File: src/hdl/lsau_pkg.sv
// ----------------------------------------------------------------------------
// lsau_pkg
// Types, codes and sizes shared by the load/store address unit.
// ----------------------------------------------------------------------------
package lsau_pkg;

  // Pending buffer depth and the number of tag bits that are compared.
  localparam int BUFFER_DEPTH = 16;
  localparam int TAG_BITS     = 6;
  localparam int IDX_W        = (BUFFER_DEPTH > 1) ? $clog2(BUFFER_DEPTH) : 1;
  localparam int PTR_W        = $clog2(BUFFER_DEPTH + 1);

  // Request kinds.
  localparam logic [1:0] KIND_ISSUE = 2'd0;
  localparam logic [1:0] KIND_BCAST = 2'd1;
  localparam logic [1:0] KIND_FLUSH = 2'd2;

  // Result status codes.
  localparam logic STATUS_OK       = 1'b0;
  localparam logic STATUS_OVERFLOW = 1'b1;

  // One pending buffer entry.
  typedef struct packed {
    logic                is_store;
    logic                resolved;
    logic [TAG_BITS-1:0] tag;
    logic [5:0]          rob;
    logic [31:0]         addr;
  } pend_t;

  localparam int ENTRY_W = $bits(pend_t);

  // One result without its last mark.
  typedef struct packed {
    logic        status;
    logic        to_load_buffer;
    logic [5:0]  entry_rob;
    logic [31:0] address;
  } result_t;

  // Push and finish requests into the output stage.
  typedef struct packed {
    logic    push;
    logic    finish;
    result_t data;
  } emit_req_t;

  // Output stage status back to the controller.
  typedef struct packed {
    logic can_push;
    logic hold_valid;
  } emit_stat_t;

  // Controller states.
  typedef enum logic [1:0] {
    ST_IDLE,
    ST_READ,
    ST_PROC,
    ST_FIN
  } state_t;

  // Scan pass kinds.
  typedef enum logic {
    PASS_BCAST,
    PASS_REL
  } pass_t;

endpackage

File: src/hdl/lsau_if.sv
// ----------------------------------------------------------------------------
// lsau_if
// Request and result channels of the load/store address unit.
// ----------------------------------------------------------------------------
interface lsau_req_if;
  logic               valid;
  logic               ready;
  logic [1:0]         kind;
  logic               is_store;
  logic signed [31:0] offset;
  logic               operand_ready;
  logic [5:0]         src_tag;
  logic signed [31:0] src_value;
  logic [5:0]         rob_index;

  modport source (output valid, kind, is_store, offset, operand_ready, src_tag,
                  src_value, rob_index, input ready);
  modport sink (input valid, kind, is_store, offset, operand_ready, src_tag,
                src_value, rob_index, output ready);
endinterface

interface lsau_res_if;
  logic               valid;
  logic               ready;
  logic               status;
  logic               to_load_buffer;
  logic [5:0]         entry_rob;
  logic signed [31:0] address;
  logic               last;

  modport source (output valid, status, to_load_buffer, entry_rob, address, last,
                  input ready);
  modport sink (input valid, status, to_load_buffer, entry_rob, address, last,
                output ready);
endinterface

File: src/hdl/load_store_address_unit_top.sv
// ----------------------------------------------------------------------------
// load_store_address_unit_top
// Address unit with an ordered pending buffer held in a synchronous RAM.
// ----------------------------------------------------------------------------
// One request is handled at a time. A ready load issue that finds room and
// every broadcast run compaction scans over the pending buffer through its
// single RAM read port; each entry is read in ST_READ and decided in ST_PROC.
// A broadcast makes a matching pass and then a load release pass. A scan
// waits in ST_PROC while the result channel is blocked. Each scan writes
// kept entries back packed toward the head, which removes released entries
// in place.
module load_store_address_unit_top import lsau_pkg::*; (
  input logic        clk,
  input logic        rst,
  lsau_req_if.sink   req_in,
  lsau_res_if.source res_out
);

  state_t state, state_next;
  pass_t  pass;
  logic [PTR_W-1:0]    count;
  logic [PTR_W-1:0]    rd_ptr;
  logic [PTR_W-1:0]    wr_ptr;
  logic                stop;
  logic [TAG_BITS-1:0] bc_tag;
  logic [31:0]         bc_value;

  logic                accept;
  logic                mem_we, mem_re;
  logic [IDX_W-1:0]    mem_waddr;
  logic [ENTRY_W-1:0]  mem_wdata, mem_rdata;
  pend_t               entry, entry_upd, new_entry;
  logic                proc_emit, proc_keep, stall, pass_done;
  logic                bc_match;
  logic [31:0]         sum_addr;
  emit_req_t           ereq;
  emit_stat_t          estat;

  assign req_in.ready = (state == ST_IDLE);
  assign accept       = req_in.valid && req_in.ready;
  assign entry        = pend_t'(mem_rdata);
  assign sum_addr     = entry.addr + bc_value;
  assign bc_match     = !entry.resolved && (entry.tag == bc_tag);
  assign pass_done    = (rd_ptr == count);

  lsau_ram #(.DEPTH(BUFFER_DEPTH), .WIDTH(ENTRY_W)) u_ram (
    .clk   (clk),
    .we    (mem_we),
    .waddr (mem_waddr),
    .wdata (mem_wdata),
    .re    (mem_re),
    .raddr (rd_ptr[IDX_W-1:0]),
    .rdata (mem_rdata)
  );

  lsau_outstage u_out (
    .clk  (clk),
    .rst  (rst),
    .req  (ereq),
    .stat (estat),
    .res  (res_out)
  );

  // Entry built from an issue request.
  always_comb begin
    new_entry.is_store = req_in.is_store;
    new_entry.resolved = req_in.operand_ready;
    new_entry.tag      = TAG_BITS'(req_in.src_tag);
    new_entry.rob      = req_in.rob_index;
    new_entry.addr     = req_in.operand_ready ?
                         32'(req_in.offset + req_in.src_value) : req_in.offset;
  end

  // Per-entry decision of the current scan pass.
  always_comb begin
    entry_upd = entry;
    proc_emit = 1'b0;
    if (pass == PASS_BCAST) begin
      if (bc_match) begin
        entry_upd.addr     = sum_addr;
        entry_upd.resolved = 1'b1;
        proc_emit          = entry.is_store;
      end
    end else begin
      proc_emit = !stop && !entry.is_store && entry.resolved;
    end
    proc_keep = !proc_emit;
  end

  assign stall = proc_emit && !estat.can_push;

  // Next state.
  always_comb begin
    state_next = state;
    unique case (state)
      ST_IDLE: begin
        if (accept) begin
          if (req_in.kind == KIND_BCAST) begin
            state_next = ST_READ;
          end else if (req_in.kind == KIND_ISSUE && !(req_in.is_store &&
                       req_in.operand_ready) && (count < PTR_W'(BUFFER_DEPTH)) &&
                       req_in.operand_ready) begin
            state_next = ST_READ;
          end else begin
            state_next = ST_FIN;
          end
        end
      end
      ST_READ: begin
        if (pass_done) begin
          state_next = (pass == PASS_BCAST) ? ST_READ : ST_FIN;
        end else begin
          state_next = ST_PROC;
        end
      end
      ST_PROC: begin
        if (!stall) begin
          state_next = ST_READ;
        end
      end
      ST_FIN: begin
        if (!estat.hold_valid || estat.can_push) begin
          state_next = ST_IDLE;
        end
      end
      default: state_next = ST_IDLE;
    endcase
  end

  // RAM and output stage controls.
  always_comb begin
    mem_we    = 1'b0;
    mem_waddr = wr_ptr[IDX_W-1:0];
    mem_wdata = ENTRY_W'(entry_upd);
    mem_re    = 1'b0;
    ereq      = '0;
    unique case (state)
      ST_IDLE: begin
        if (accept && req_in.kind == KIND_ISSUE) begin
          if (req_in.is_store && req_in.operand_ready) begin
            ereq.push                = 1'b1;
            ereq.data.status         = STATUS_OK;
            ereq.data.to_load_buffer = 1'b0;
            ereq.data.entry_rob      = req_in.rob_index;
            ereq.data.address        = 32'(req_in.offset + req_in.src_value);
          end else if (count >= PTR_W'(BUFFER_DEPTH)) begin
            ereq.push                = 1'b1;
            ereq.data.status         = STATUS_OVERFLOW;
            ereq.data.to_load_buffer = 1'b0;
            ereq.data.entry_rob      = req_in.rob_index;
            ereq.data.address        = '0;
          end else begin
            mem_we    = 1'b1;
            mem_waddr = count[IDX_W-1:0];
            mem_wdata = ENTRY_W'(new_entry);
          end
        end
      end
      ST_READ: begin
        mem_re = !pass_done;
      end
      ST_PROC: begin
        if (!stall) begin
          mem_we = proc_keep;
          if (proc_emit) begin
            ereq.push                = 1'b1;
            ereq.data.status         = STATUS_OK;
            ereq.data.to_load_buffer = (pass == PASS_REL);
            ereq.data.entry_rob      = entry.rob;
            ereq.data.address        = entry_upd.addr;
          end
        end
      end
      ST_FIN: begin
        ereq.finish = 1'b1;
      end
      default: ;
    endcase
  end

  // Buffer fill, scan pointers and latched broadcast fields.
  always_ff @(posedge clk) begin
    if (rst) begin
      state  <= ST_IDLE;
      count  <= '0;
      rd_ptr <= '0;
      wr_ptr <= '0;
      pass   <= PASS_BCAST;
      stop   <= 1'b0;
    end else begin
      state <= state_next;
      unique case (state)
        ST_IDLE: begin
          rd_ptr <= '0;
          wr_ptr <= '0;
          stop   <= 1'b0;
          if (accept) begin
            case (req_in.kind)
              KIND_ISSUE: begin
                if (!(req_in.is_store && req_in.operand_ready) &&
                    count < PTR_W'(BUFFER_DEPTH)) begin
                  count <= count + 1'b1;
                  pass  <= PASS_REL;
                end
              end
              KIND_BCAST: begin
                pass     <= PASS_BCAST;
                bc_tag   <= TAG_BITS'(req_in.src_tag);
                bc_value <= req_in.src_value;
              end
              KIND_FLUSH: count <= '0;
              default: ;
            endcase
          end
        end
        ST_READ: begin
          if (pass_done) begin
            count <= wr_ptr;
            if (pass == PASS_BCAST) begin
              pass   <= PASS_REL;
              rd_ptr <= '0;
              wr_ptr <= '0;
              stop   <= 1'b0;
            end
          end
        end
        ST_PROC: begin
          if (!stall) begin
            rd_ptr <= rd_ptr + 1'b1;
            if (proc_keep) begin
              wr_ptr <= wr_ptr + 1'b1;
            end
            if (pass == PASS_REL && entry.is_store) begin
              stop <= 1'b1;
            end
          end
        end
        default: ;
      endcase
    end
  end

  // The fill count never passes the buffer depth.
  a_count_bound: assert property (@(posedge clk) disable iff (rst)
    count <= PTR_W'(BUFFER_DEPTH))
    else $error("pending count beyond buffer depth");

  // Compaction never writes ahead of the entry being read.
  a_wr_behind: assert property (@(posedge clk) disable iff (rst)
    (state == ST_PROC) |-> (wr_ptr <= rd_ptr && rd_ptr < count))
    else $error("scan pointers out of order");

  // No result of a finished request is left held when a new one is taken.
  a_idle_empty: assert property (@(posedge clk) disable iff (rst)
    (state == ST_IDLE) |-> !estat.hold_valid)
    else $error("held result left over at idle");

endmodule

File: src/hdl/lsau_ram.sv
// ----------------------------------------------------------------------------
// lsau_ram
// Simple dual-port synchronous RAM with a registered read port.
// ----------------------------------------------------------------------------
module lsau_ram #(
  parameter int DEPTH = 16,
  parameter int WIDTH = 8
) (
  input  logic                                   clk,
  input  logic                                   we,
  input  logic [((DEPTH > 1) ? $clog2(DEPTH) : 1)-1:0] waddr,
  input  logic [WIDTH-1:0]                       wdata,
  input  logic                                   re,
  input  logic [((DEPTH > 1) ? $clog2(DEPTH) : 1)-1:0] raddr,
  output logic [WIDTH-1:0]                       rdata
);

  logic [WIDTH-1:0] mem [DEPTH];

  // Write port.
  always_ff @(posedge clk) begin
    if (we) begin
      mem[waddr] <= wdata;
    end
  end

  // Read port, registered.
  always_ff @(posedge clk) begin
    if (re) begin
      rdata <= mem[raddr];
    end
  end

endmodule

File: src/hdl/lsau_outstage.sv
// ----------------------------------------------------------------------------
// lsau_outstage
// Holds the newest result until the next one or the end of the request
// shows whether it is the last, and drives the result register.
// ----------------------------------------------------------------------------
module lsau_outstage import lsau_pkg::*; (
  input  logic       clk,
  input  logic       rst,
  input  emit_req_t  req,
  output emit_stat_t stat,
  lsau_res_if.source res
);

  logic    hold_valid;
  result_t hold;
  logic    out_free;
  logic    can_push;
  logic    send_hold;

  assign out_free        = !res.valid || res.ready;
  assign can_push        = !hold_valid || out_free;
  assign send_hold       = hold_valid && out_free && (req.push || req.finish);
  assign stat.can_push   = can_push;
  assign stat.hold_valid = hold_valid;

  // Hold register and result register. The held result goes out as last
  // only when the request finishes instead of pushing another one.
  always_ff @(posedge clk) begin
    if (rst) begin
      hold_valid <= 1'b0;
      res.valid  <= 1'b0;
    end else begin
      if (send_hold) begin
        res.valid          <= 1'b1;
        res.status         <= hold.status;
        res.to_load_buffer <= hold.to_load_buffer;
        res.entry_rob      <= hold.entry_rob;
        res.address        <= hold.address;
        res.last           <= !req.push;
      end else if (res.ready) begin
        res.valid <= 1'b0;
      end
      if (req.push && can_push) begin
        hold       <= req.data;
        hold_valid <= 1'b1;
      end else if (send_hold) begin
        hold_valid <= 1'b0;
      end
    end
  end

endmodule

File: src/flat_wrapper.sv
// flat-port wrapper written by rule: the top's interface ports become plain ports
module load_store_address_unit_top_flat import lsau_pkg::*;
  (clk, rst, req_in_valid, req_in_kind, req_in_is_store, req_in_offset, req_in_operand_ready, req_in_src_tag, req_in_src_value, req_in_rob_index, req_in_ready, res_out_valid, res_out_status, res_out_to_load_buffer, res_out_entry_rob, res_out_address, res_out_last, res_out_ready);
  lsau_req_if req_in_i ();
  lsau_res_if res_out_i ();
  input logic clk;
  input logic rst;
  input wire logic [$bits(req_in_i.valid)-1:0] req_in_valid;
  input wire logic [$bits(req_in_i.kind)-1:0] req_in_kind;
  input wire logic [$bits(req_in_i.is_store)-1:0] req_in_is_store;
  input wire logic [$bits(req_in_i.offset)-1:0] req_in_offset;
  input wire logic [$bits(req_in_i.operand_ready)-1:0] req_in_operand_ready;
  input wire logic [$bits(req_in_i.src_tag)-1:0] req_in_src_tag;
  input wire logic [$bits(req_in_i.src_value)-1:0] req_in_src_value;
  input wire logic [$bits(req_in_i.rob_index)-1:0] req_in_rob_index;
  output wire logic [$bits(req_in_i.ready)-1:0] req_in_ready;
  output wire logic [$bits(res_out_i.valid)-1:0] res_out_valid;
  output wire logic [$bits(res_out_i.status)-1:0] res_out_status;
  output wire logic [$bits(res_out_i.to_load_buffer)-1:0] res_out_to_load_buffer;
  output wire logic [$bits(res_out_i.entry_rob)-1:0] res_out_entry_rob;
  output wire logic [$bits(res_out_i.address)-1:0] res_out_address;
  output wire logic [$bits(res_out_i.last)-1:0] res_out_last;
  input wire logic [$bits(res_out_i.ready)-1:0] res_out_ready;
  assign req_in_i.valid = req_in_valid;
  assign req_in_i.kind = req_in_kind;
  assign req_in_i.is_store = req_in_is_store;
  assign req_in_i.offset = req_in_offset;
  assign req_in_i.operand_ready = req_in_operand_ready;
  assign req_in_i.src_tag = req_in_src_tag;
  assign req_in_i.src_value = req_in_src_value;
  assign req_in_i.rob_index = req_in_rob_index;
  assign req_in_ready = req_in_i.ready;
  assign res_out_valid = res_out_i.valid;
  assign res_out_status = res_out_i.status;
  assign res_out_to_load_buffer = res_out_i.to_load_buffer;
  assign res_out_entry_rob = res_out_i.entry_rob;
  assign res_out_address = res_out_i.address;
  assign res_out_last = res_out_i.last;
  assign res_out_i.ready = res_out_ready;
  load_store_address_unit_top u_core (.clk(clk), .rst(rst), .req_in(req_in_i), .res_out(res_out_i));
endmodule
File: config.mk
export PLATFORM = sky130hd
export DESIGN_NAME = load_store_address_unit_top_flat
export DESIGN_NICKNAME = d
export VERILOG_FILES = /design/src/hdl/lsau_pkg.sv /design/src/hdl/lsau_if.sv /design/src/hdl/load_store_address_unit_top.sv /design/src/hdl/lsau_ram.sv /design/src/hdl/lsau_outstage.sv /design/src/flat_wrapper.sv
export SDC_FILE = /design/constraint.sdc
export NUM_CORES = 1
export LEC_CHECK = 0
export ABC_AREA = 1
export BUFFER_PORTS_ARGS = -buffer_cell sky130_fd_sc_hd__buf_2
export CAP_MARGIN = 10
export CORE_ASPECT_RATIO = 0.9
export CORE_MARGIN = 4
export CORE_UTILIZATION = 55
export DETAILED_ROUTE_END_ITERATION = 10
export PLACE_DENSITY_LB_ADDON = 0.1
export RECOVER_POWER = 25
export SLEW_MARGIN = 20
export SYNTH_ARGS = -nofsm -noshare
export SYNTH_HDL_FRONTEND = slang
export SYNTH_HIERARCHICAL = 1
export SYNTH_SLANG_ARGS = --single-unit
export TNS_END_PERCENT = 30
File: constraint.sdc
create_clock -name clk -period 6.2 [get_ports clk]
set_input_delay 0.62 -clock clk [delete_from_list [all_inputs] [get_ports clk]]
set_output_delay 0.62 -clock clk [all_outputs]
set_load 0.01 [all_outputs]
Yosys cells after proc, flatten, opt, wreduce, memory -nomap -nowiden
Memories as Yosys holds them, arrays and structs flattened. A register that Yosys moved wholly into a read port is not among the register bits.
Index checks and enable logic that the tools add are counted.
{ "totals": {"reg_bits": 140, "latch_bits": 0, "output_inout_bits": 43, "wordCells": 159, "n_memories": 1, "mem_bits_rw": 736, "rom_bits": 0} }
{ "memory_table": {"columns": ["memory", "words", "width", "rd", "rd_clocked_by_memory_dff", "wr", "line", "rtl"], "rows": [
  ["u_core.u_ram.mem", 16, 46, 1, 1, 1, "lsau_ram.sv:18", "logic [WIDTH-1:0] mem [DEPTH];"]
]} }
{ "classes": {"n_eq_ne": 17, "muxes": 70, "mul": 0, "n_div": 0, "bitwise": 1, "reduce_logical": 44, "shift": 0, "addsub": 5, "magnitude_cmp": 2} }
{ "op_table": {"columns": ["cell", "count"], "rows": [
  ["46-bit 2-to-1 mux", 4],
  ["40-bit 2-to-1 mux", 4],
  ["32-bit 2-to-1 mux", 3],
  ["40-bit case mux with 2 select lines", 1],
  ["32-bit adder", 2],
  ["5-bit 2-to-1 mux", 8],
  ["39-bit 2-to-1 mux", 1],
  ["5-bit case mux with 3 select lines", 2],
  ["1-bit 2-to-1 mux", 28],
  ["5-bit case mux with 2 select lines", 2],
  ["5-bit AND reduction", 4],
  ["4-bit 2-to-1 mux", 4],
  ["5-bit by 1-bit adder with 5-bit output (second input constant)", 3],
  ["1-bit logical AND", 15],
  ["2-bit 2-to-1 mux", 7],
  ["1-bit zero test", 10],
  ["3-bit inequality test (second input constant)", 3],
  ["2-bit inequality test (second input constant)", 4],
  ["1-bit case mux with 2 select lines", 4],
  ["2-bit case mux with 4 select lines", 1],
  ["4-bit AND reduction", 2],
  ["2-bit == test (second input constant)", 3],
  ["6-bit == test", 1],
  ["2-bit by 1-bit inequality test with 1-bit output (second input constant)", 3],
  ["other kinds (12)", 20]
]} }

Longest topological paths before layout
{ "logic_depth": {"ltp_word": 11, "depth_mapped": 18, "depth_no_buf": 17} }

By module
The synthesis kept the hierarchy.
{ "by_module_without_submodules": {"columns": ["mod", "n_inst", "area_per_inst_um2", "cells_per_inst"], "rows": [
  ["lsau_ram", 1, 33034.2, 3034],
  ["load_store_address_unit_top", 1, 8856.0, 1555],
  ["lsau_outstage", 1, 2562.5, 103]
]} }

Worst setup path after synthesis
Ideal clock, no wire load.
{ "synth_path": {"path_type": "in2reg", "start": "input rst", "end": "register u_core.bc_tag[0], enable pin", "setup_slack_ns": 1.174, "t_arrival_ns": 4.497, "required_ns": 5.671, "n_path_buf": 1, "cell_stages": 2, "cell_sequence": "clkbuf_1 nor4_1"} }
{ "synth_between": {"elab_chain_cells": 2} }
{ "synth_rtl": {"columns": ["item", "line", "rtl"], "rows": [
  ["start: declaration", "flat_wrapper.sv:7", "input logic rst;"],
  ["1-bit inverter (no line)", null, null],
  ["4-bit AND reduction (no line)", null, null],
  ["end signal: assignment", "load_store_address_unit_top.sv:208", "bc_tag <= TAG_BITS'(req_in.src_tag);"],
  ["end: declaration", "load_store_address_unit_top.sv:25", "logic [TAG_BITS-1:0] bc_tag;"]
]} }
No other way between the ends.
A chain may end at the register's enable or synchronous reset.

Final worst setup path
{ "layout_path": {"start": "register u_core.rd_ptr[0]", "end": "register u_core.u_ram.rdata[31] (read register of u_core.u_ram.mem) (data pin)"} }
{ "layout_between": {"elab_chain_cells": 3} }
{ "layout_rtl": {"columns": ["item", "line", "rtl"], "rows": [
  ["start: declaration", "load_store_address_unit_top.sv:22", "logic [PTR_W-1:0] rd_ptr;"],
  ["start signal: assignment", "load_store_address_unit_top.sv:229", "rd_ptr <= rd_ptr + 1'b1;"],
  ["5-bit == test", "load_store_address_unit_top.sv:44", "assign pass_done = (rd_ptr == count);"],
  ["1-bit zero test", "load_store_address_unit_top.sv:160", "mem_re = !pass_done;"],
  ["1-bit 2-to-1 mux", "load_store_address_unit_top.sv:137", "unique case (state)"],
  ["end: declaration", "lsau_ram.sv:15", "output logic [WIDTH-1:0] rdata"]
]} }
Several ways; a longest one is shown, not always the timed one.

==> metrics.txt <==
outcome finished, violations left; failing checks max-capacitance violations, max-slew violations; Tot GR Track Use 0.285; clk_lat worst skew 660 ps; sequential fraction of the synthesis area 0.618; maximum vdd ir drop 0.239 mV; post-synthesis mux area share 0; clock share of power 0.319; Yosys warning total 6; fin area just under 0.05 mm2; initial antenna violation count 2; HP Class in2reg; MaxCap Viol Count 7; Final Cycle Share 0.748; synthesized-area fraction occupied by adder cells 0.0195; main combinational cell family by area after synthesis simple AND/OR/NAND/NOR gates; CP required approximately 6600 ps; Cell Area, Synth 0.0445 mm2; syn avg cell area approximately 9.5 um2; layout cells sized above 1 0.0567; first-pass GRT wire length approximately 180 mm; Post-Synth Simple-Gate Area 0.232; DR pass1 iterations 6; compound-cell area share of the yosys netlist 0.0271; Nets 4941; Psw 5650 uW; Synth-to-Final Area Change 9.66%; Area contributors post-synth edfxtp_1 (61%), nand2_1 (13%), nand3_1 (7.5%), inv_1 (6.9%), ha_1 (1.9%); post_cts resized 0; setup TNS 0 ps; RePlAce Congestion 0.975; initial DRC count around 3400; pwr/cell area 369 mW/mm2; worst-case clock buffer depth 3; die width about 310 um; Least-Margin Pin Slew 3180 ps; Residual DRC 0; Vias/cell 5.44; final setup violating endpoints 0; Reg power frac 0.450; Total Wirelength 123 mm; Worst EP arrival 5000 ps; clock tree root driver cell clkbuf_16; most instantiated cells after synthesis nand2_1 (1565), edfxtp_1 (901), inv_1 (816), nand3_1 (666), nor2_1 (134); dpl hpwl roughly 78 mm; hold buffer count at CTS 0; Synth area leader edfxtp_1; Yosys top cell area share 0.609; Crit Path Category reg2reg; clk_skew 43.0 ps; Synth Net Count 4844; async set-or-reset flop fraction in the synthesized netlist 0; initial cell density of the core 0.557; internal power 12300 uW; DP Area 0.0459 mm2; vias in the first global route 30100; grt total ovfl 0; Combinational Power Share 0.230; Die Area 0.0854 mm2; dpl cells 5743; f_max approximately 220 MHz; CTS tree yes; Final Core Density 0.611; hold slack 180 ps; Rows 98; main flop type after synthesis edfxtp_1; RSZ-0062 raised after global routing no; Setup Buffers After CTS 0; Post-Layout Cell Count ~5900; Netlist cell types 47; slew margin rel. -1.12; Final min period about 4600 ps; synthesized instance count 4692; Fin. Hold Viols 0; Crit. End Element flip-flop; switching portion of total power 0.314; CTS H-tree lvls 3; die height 278 um; Setup crit start kind flip-flop; Synth Area in XOR/XNOR 0.00709; most common cell in the synthesized netlist nand2_1; Num CTS Buffers 94; Port Buffers 126; final number of max-transition violations 233; routed vias roughly 32000; Synth Register Bits just over 900; Routed Antenna Nets 0; largest net degree at the start of global routing 203; Routed WL per cell 20.8 um; Post-synth EDFFs 901; clock sinks 922; clk slew on worst S/H paths 60 ps; worst-path maximum fanout between 100 and 150; area of the core 0.0798 mm2; static leakage power 0.0211 uW; I/O pin count ~130
## placed cells by master (no fill, tap or decap), types with 17 or more instances in the layout
cell type / synthesis / routed
nand2_1: 1565 / 1569
edfxtp_1: 901 / 901
inv_1: 816 / 818
nand3_1: 666 / 666
nor2_1: 134 / 124
clkbuf_1: 29 / 116
clkbuf_16: 0 / 96
a21oi_1: 85 / 81
o21ai_0: 63 / 67
ha_1: 66 / 66
buf_2: 82 / 47
buf_4: 14 / 38
xor2_1: 21 / 21
clkinv_1: 0 / 20
dfxtp_1: 21 / 18
nor2_4: 5 / 17
nor3_1: 17 / 17
## layer usage
| layer | global-route usage | share of wire | up-vias |
|---|---|---|---|
| met2 | 0.439 | 0.45 | 1305 |
| li1 | - | - | 15400 |
| met1 | 0.422 | 0.44 | 15300 |
| met5 | 0 | 0.00012 | - |
| met3 | 0.0382 | 0.077 | 223 |
| met4 | 0.0946 | 0.033 | 2 |
## final timing paths
check                  startpoint                          end  slack, ps  cells past startpoint
max              u_core/rd_ptr[0]       u_core/u_ram/rdata[31]       1560                      7
min          req_in_src_value[21]          u_core/bc_value[21]        180                      1
max reg2reg      u_core/rd_ptr[0]       u_core/u_ram/rdata[31]       1560                      7
min reg2reg  u_core/u_out/hold[5]  u_core/u_out/res.address[5]        410                      0
## critical path: stages (launching register included)
cell      delay (ps)
dfxtp_1          490
buf_12           550
clkbuf_1        2290
nand2_1          170
nand3_1          200
nand3_1          100
nand3_1          210
nand2_1          180
## state kept, by name, indices dropped and copies added, names as in the netlist
register and flops:
u_core/pass 1, u_core/state 2, u_core/bc_tag 6, u_core/rd_ptr 5, u_core/u_out/res.last 1, u_core/u_out/res.valid 1
u_core/count 5, u_core/bc_value 32, u_core/stop 1, u_core/u_out/res.to_load_buffer 1, u_core/u_out/res.address 32, u_core/u_out/res.status 1
u_core/u_out/res.entry_rob 6, u_core/u_ram/rdata 46, u_core/u_out/hold 40, u_core/u_out/hold_valid 1, u_core/u_ram/mem 736, u_core/wr_ptr 5
## metrics by stage
step,power (uW),worst slack [ps]
2_1_floorplan,10900,1170
3_3_place_gp,12300,2340
3_5_place_dp,12300,2230
4_1_cts,18100,2630
5_1_grt,18800,1250
6_report,18000,1560
## power groups by stage
stage / combinational, uW / sequential (uW) / clock [uW]
finish: 4140 / 8090 / 5740
global route: 4600 / 8120 / 6120
CTS: 4140 / 8080 / 5850
detailed placement: 4130 / 8210 / 0
global placement: 4090 / 8200 / 0
floorplan: 2780 / 8120 / 0
## final cells by class
class	count	area, um2
Multi-Input combinational cell	2762	12800
Fill cell	6688	31100
Clock buffer	122	2510
Clock inverter	49	618
Tap cell	1050	1310
Antenna cell	1	2.50
Timing Repair Buffer	179	922
Inverter	830	3140
Sequential cell	922	27500
## cell families after synthesis
| logic type | after synthesis |
|---|---|
| AOI/OAI and AO/OA | 206 |
| xor gates and xnor gates | 36 |
| adders and majority gates | 68 |
| buffers and inverters | 1008 |
| DFF | 922 |
| and+or+nand+nor | 2452 |
Power figures use the tool's default switching activity.
